--- src/rtl/core/ssrt_pkg.sv ---
`default_nettype none
package ssrt_pkg;

  localparam int QBITS   = 17;
  localparam int DIV_LAT = QBITS + 1;
  localparam int NUM_W   = 35;
  localparam int NORM_W  = 33;
  localparam int ROT_W   = 18;
  localparam logic signed [ROT_W-1:0] ROT_ONE = 18'sd65536;

  typedef struct packed {
    logic signed [31:0] pos_x;
    logic signed [31:0] pos_y;
    logic signed [31:0] pos_z;
    logic signed [31:0] sx;
    logic signed [31:0] sy;
    logic signed [31:0] sz;
    logic signed [31:0] ss10;
    logic signed [31:0] ss20;
    logic signed [31:0] ss21;
    logic               zero;
  } side_t;

  function automatic logic signed [31:0] round_sat(input logic signed [65:0] v);
    logic signed [65:0] t;
    t = v + 66'sd32767 + ((v >= 0) ? 66'sd1 : 66'sd0);
    t = t >>> 16;
    if (t > 66'sd2147483647) begin
      return 32'sh7FFFFFFF;
    end else if (t < -66'sd2147483648) begin
      return 32'sh80000000;
    end
    return t[31:0];
  endfunction

endpackage
`default_nettype wire

--- src/rtl/core/ssrt_qdiv.sv ---
`default_nettype none
module ssrt_qdiv (
  input  wire logic                                clk,
  input  wire logic                                en,
  input  wire logic signed [ssrt_pkg::NUM_W-1:0]   num_i,
  input  wire logic        [ssrt_pkg::NORM_W-1:0]  n_i,
  output logic signed      [ssrt_pkg::ROT_W-1:0]   quot_o
);
  import ssrt_pkg::*;

  logic [50:0]           rem_r [0:QBITS];
  logic [NORM_W:0]       d_r   [0:QBITS];
  logic                  sgn_r [0:QBITS];
  logic [QBITS-1:0]      q_r   [0:QBITS];
  logic signed [NUM_W-1:0] mag;

  assign mag = (num_i < 0) ? -num_i : num_i;

  always_ff @(posedge clk) begin
    if (en) begin
      rem_r[0] <= (51'(mag[NORM_W-1:0]) << QBITS) + 51'(n_i);
      d_r[0]   <= {n_i, 1'b0};
      sgn_r[0] <= num_i < 0;
      q_r[0]   <= '0;
    end
  end

  for (genvar k = 0; k < QBITS; k++) begin : g_bit
    logic [50:0] sub;
    logic        take;
    assign sub  = 51'(d_r[k]) << (QBITS - 1 - k);
    assign take = rem_r[k] >= sub;
    always_ff @(posedge clk) begin
      if (en) begin
        rem_r[k+1] <= take ? rem_r[k] - sub : rem_r[k];
        d_r[k+1]   <= d_r[k];
        sgn_r[k+1] <= sgn_r[k];
        q_r[k+1]   <= {q_r[k][QBITS-2:0], take};
      end
    end
  end

  assign quot_o = sgn_r[QBITS] ? -ROT_W'(q_r[QBITS]) : ROT_W'(q_r[QBITS]);

endmodule
`default_nettype wire

--- config.mk ---
export PLATFORM = sky130hd
export DESIGN_NAME = ssrt_qdiv
export DESIGN_NICKNAME = d
export VERILOG_FILES = /design/src/rtl/core/ssrt_pkg.sv /design/src/rtl/core/ssrt_qdiv.sv
export SDC_FILE = /design/constraint.sdc
export NUM_CORES = 2
export LEC_CHECK = 0
export BUFFER_PORTS_ARGS = -buffer_cell sky130_fd_sc_hd__buf_2
export CORE_MARGIN = 3
export CORE_UTILIZATION = 40
export CTS_CLUSTER_DIAMETER = 200
export DETAILED_ROUTE_END_ITERATION = 8
export SETUP_SLACK_MARGIN = 0.05
export SKIP_LAST_GASP = 1
export SLEW_MARGIN = 20
export SYNTH_ARGS = -nofsm -noshare
export SYNTH_HDL_FRONTEND = slang
export SYNTH_SLANG_ARGS = --single-unit
--- constraint.sdc ---
create_clock -name clk -period 13.84 [get_ports clk]
set_input_delay 1.384 -clock clk [delete_from_list [all_inputs] [get_ports clk]]
set_output_delay 1.384 -clock clk [all_outputs]
set_load 0.005 [all_outputs]
---- Yosys cells after proc, flatten, opt, wreduce, memory -nomap -nowiden ----
Memory sizes are Yosys's and may differ from the RTL's.
Cells that the tools add are included.
cells by class
  $add $sub $neg .......................... 20
  mux-type cells .......................... 21
  order comparisons ....................... 18
operator list
  kind                                              number
  51-bit two-way mux                                17
  50-bit by 33-bit adder with 51-bit output         1
  51-bit by 34-bit >= comparator with 1-bit output  1
  51-bit by 35-bit >= comparator with 1-bit output  1
  51-bit by 36-bit >= comparator with 1-bit output  1
  51-bit by 37-bit >= comparator with 1-bit output  1
  51-bit by 38-bit >= comparator with 1-bit output  1
  51-bit by 39-bit >= comparator with 1-bit output  1
  51-bit by 40-bit >= comparator with 1-bit output  1
  51-bit by 41-bit >= comparator with 1-bit output  1
  51-bit by 42-bit >= comparator with 1-bit output  1
  51-bit by 43-bit >= comparator with 1-bit output  1
  51-bit by 44-bit >= comparator with 1-bit output  1
  51-bit by 45-bit >= comparator with 1-bit output  1
  51-bit by 46-bit >= comparator with 1-bit output  1
  51-bit by 47-bit >= comparator with 1-bit output  1
  51-bit by 48-bit >= comparator with 1-bit output  1
  51-bit by 49-bit >= comparator with 1-bit output  1
  51-bit by 50-bit >= comparator with 1-bit output  1
  51-bit by 34-bit subtractor with 51-bit output    1
  51-bit by 35-bit subtractor with 51-bit output    1
  51-bit by 36-bit subtractor with 51-bit output    1
  51-bit by 37-bit subtractor with 51-bit output    1
  51-bit by 38-bit subtractor with 51-bit output    1
  18 further kinds                                  19
storage, ports and cells
  memory bits (writable) .................. 1,854
  input port bits ......................... 70
  register bits after elaboration ......... 0
  word-level logic and storage cells ...... 63
  output and inout bits ................... 18
  memories kept ........................... 4
memories
  name   words  bits a word  rd ports  clocked after Yosys merged registers in  write ports  line             text
  rem_r  18     51           17        0                                        18           ssrt_qdiv.sv:11  logic [50:0] rem_r [0:QBITS];
  d_r    18     34           17        0                                        18           ssrt_qdiv.sv:12  logic [NORM_W:0] d_r [0:QBITS];
  q_r    18     17           18        0                                        18           ssrt_qdiv.sv:14  logic [QBITS-1:0] q_r [0:QBITS];
  sgn_r  18     1            18        0                                        18           ssrt_qdiv.sv:13  logic sgn_r [0:QBITS];

---- Logic depth before layout (Yosys ltp) ----
  depth in word-level cells ............... 3
  gate-level depth with buffers ........... 19
  mapped depth without buffers ............ 17

---- Worst setup path before layout ----
Ideal clock, no wire load.
  path kind ............................... in2reg
  start ................................... input port num_i[34] (netlist bit)
  end ..................................... memory rem_r[0][49], data pin
  arrival ................................. 5,321 ps
  stages on the path ...................... 19
  data required time ...................... 13,578 ps
  path slack .............................. 8,257 ps
  setup time .............................. 262 ps
  path buffers ............................ 4
  cells stage by stage .................... clkbuf_1 -> clkbuf_1 -> clkbuf_1 -> clkbuf_1 -> nand2_1 -> o21ai_0 -> inv_1 -> fa_1 -> nor2b_1 -> o21ai_0 -> a21boi_0 -> and4_1 -> o31a_1 -> a221o_1 -> nand2_1 -> or4_1 -> or2_4 -> nor4_4 -> xnor2_1
RTL lines
  element      line             text
  from (decl)  ssrt_qdiv.sv:5   input wire logic signed [ssrt_pkg::NUM_W-1:0] num_i,
  to (decl)    ssrt_qdiv.sv:11

==> results.json <==
{
  "status": "finished, final reports clean",
  "power.density_mw_per_mm2": 214,
  "final_net_count": 8804,
  "viasPerCell": 5.43,
  "postSynthCellCount": 8077,
  "worstPathMaxFanout": 39,
  "netlist_area_mm2": 0.0848,
  "seq_power_share": 0.355,
  "hold_class": "flop to flop",
  "grt_pass1_wl_um": 342000,
  "worst_path_max_delay_cell": "a211oi_1",
  "layout_min_cycle_time_ns": 5.35,
  "chipHeight_um": 466,
  "synth_xor_area_frac": 0.0671,
  "dr.pass1.iters": 5,
  "setup_ws_ns": 8.49,
  "yosysTopAreaCell": "edfxtp_1",
  "dp_hpwl_um": 175000,
  "avgRoutedWirePerCell_um": 20.2,
  "whs_ns": 0.404,
  "hold_viol_final": 0,
  "grt-ovfl-total": 0,
  "hold_depth": 0,
  "r2r_slack_ns": 8.49,
  "numPortBuffers": 86,
  "yosys.area_share.simple": 0.125,
  "r2r_cells": 16,
  "grt_pass1_vias": 62100,
  "setup_tns_ns": 0,
  "cp.arrival_ns": 5.92,
  "drive_gt1_frac": 0.0660,
  "vdd_drop_max_mv": 0.158,
  "critPathLaunchType": "flop",
  "synth_cell_types": 89,
  "track_usage": 0.202,
  "start_util": 0.403,
  "synth_top_area_frac": 0.506,
  "slew_headroom": 0.177,
  "tightest_slew_ns": 1.22,
  "endpoint_kind": "flop",
  "vias": 60200,
  "worst_hold_path.endpoint": "q_r[10][3]",
  "intPower_mw": 12.5,
  "skew_ns": 0.0242,
  "power_leakage_nw": 37.0,
  "worstHoldStart": "q_r[9][2]",
  "dieArea_mm2": 0.218,
  "clockRootBuffer": "clkbuf_16",
  "drt_first_iter_violations": 3211,
  "synth.area.top_cells": "edfxtp_1 (51%), ha_1 (8.6%), a21oi_1 (4.4%)",
  "critical_path.max_stage_delay_ns": 0.77,
  "synth_mux_area_frac": 0.0114,
  "globalplace.congestion": 1.01,
  "p_switching_mw": 7.55,
  "post-cts-setup-buffers": 0,
  "place_inst": 10800,
  "grt_max_degree": 176,
  "swShare": 0.376,
  "ys_warn_count": 0,
  "crit_required_ns": 14.40,
  "ioPinCount": 88,
  "postCtsHoldBufs": 0,
  "combPwrFrac": 0.425,
  "synth_top_family_by_area": "compound AO/OA/AOI/OAI gates",
  "max_cap_violations": 0,
  "cts_tree": "done",
  "synthAdderAreaFrac": 0.0896,
  "synth_area_per_cell_um2": 10.5,
  "routed_wl_um": 224000,
  "core_area_mm2": 0.210,
  "path_class": "flop to flop",
  "final_util": 0.447,
  "finalCritPeriodShare": 0.387,
  "cts.repair.resized": 0,
  "clock_latency_ns": 0.82,
  "slew_viol_final": 0,
  "clkPwrFrac": 0.219,
  "ant_nets": 0,
  "ys.flop_type": "edfxtp_1",
  "drc": 0,
  "ys_seq_elements": 1430,
  "area_delta_synth_final_pct": 10.7,
  "r2r-start": "rem_r[2][15]",
  "fin_cells": 11100,
  "antenna_found_initial": 4,
  "path_cells": "inv_1, ha_1, fa_1, nand2b_1, a21oi_1, o21ai_0, a211oi_1, o211ai_1, a21boi_0, o41ai_1, buf_4, o21a_1, o21a_2, buf_4, inv_1, mux2_2",
  "setup_viol": 0,
  "postSynth.asyncResetShare": 0,
  "r2r_end": "rem_r[3][37]",
  "rsz0062_at_grt": "no",
  "cts.clk_slew.worst_paths_ns": 0.06,
  "die_w_um": 466,
  "synth_nets": 8744,
  "synth_edf_count": 1430,
  "clkSinkCount": 1430,
  "cts_inserted_buffers": 168,
  "fmax_mhz": 187,
  "seq_area_frac_synth": 0.506,
  "cts-htree-levels": 4,
  "cts_max_path_buffers": 3,
  "rows": 168,
  "synth_compound_area_frac": 0.158,
  "place_ws_ns": 8.06
}
==> cells by family after synthesis <==
kind of cell,Yosys count
DFF,1430
muxes,87
AOI/OAI and AO/OA,2190
adders and majority gates,597
buffers and inverters,944
and+or+nand+nor,2179
xor gates and xnor gates,650
==> power by group through the flow <==
stage	Sequential [mW]	Clock (mW)	Combinational, mW
final	7.13	4.40	8.53
after global routing	7.22	4.71	9.47
after CTS	7.11	4.53	8.49
after detailed placement	7.20	0	8.44
after global placement	7.18	0	8.32
after floorplan	6.81	0	6.41
==> flip-flops by register name, indices dropped and copies added (netlist names) <==
register	cells
q_r	153
sgn_r	18
rem_r	867
d_r	392
==> routing by layer <==
layer	routed length [um]	GRT usage	vias to the layer above
li1	-	-	29700
met1	72600	0.175	28500
met2	124000	0.406	1343
met3	6490	0.0259	662
met4	20000	0.160	0
met5	0	0	-
==> cell usage after synthesis, types with 124 or more instances <==
cell      number
xor2_1       275
nand3_1      124
ha_1         580
clkbuf_1     218
nand4_1      129
edfxtp_1    1430
a21oi_1      740
o21ai_0      547
xnor2_1      375
a21o_1       326
nor3_1       141
inv_1        693
nor2_1       577
nand2_1      627
==> cells in the final DEF (no fill, tap or decap), types with 129 or more instances in the layout <==
cell type,count
nand4_1,129
nor3_1,140
a21o_1,325
a21oi_1,739
nand2_1,627
nor2_1,577
clkbuf_16,168
o21ai_0,546
xnor2_1,375
ha_1,580
xor2_1,275
edfxtp_1,1430
inv_1,693
==> metrics by stage <==
step	instance area, um2	power, mW
2_1_floorplan	84800	13.2
3_3_place_gp	88400	15.5
3_5_place_dp	88400	15.6
4_1_cts	93900	20.1
5_1_grt	93900	21.4
6_report	93900	20.1
==> worst max path at each step <==
stage,startpoint,end,cells past startpoint
finish,rem_r[2][15],rem_r[3][37],16
detailed placement,num_i[34],rem_r[0][49],16
global route,rem_r[2][15],rem_r[3][37],16
floorplan,num_i[34],rem_r[0][49],19
global placement,num_i[34],rem_r[0][49],16
CTS,rem_r[2][15],rem_r[3][37],16
==> worst max-delay path: cells and delay by family (launching register included) <==
family / cells / cell delay, ns
compound gates: 8 / 2.58
fa+ha+maj: 2 / 0.65
buf+inv: 4 / 0.90
flops: 1 / 0.35
mux: 1 / 0.38
simple gates: 1 / 0.19
==> final cells by class <==
class	count	area, um2
antenna	3	7.51
clock buffer	203	4340
clock inverter	112	1140
fill	19500	116000
inverter	695	2610
multi-input combinational	5703	38500
sequential	1430	42900
tap	2805	3510
timing repair buffer	139	893
Note: power is estimated with default switching activity, not from simulation.
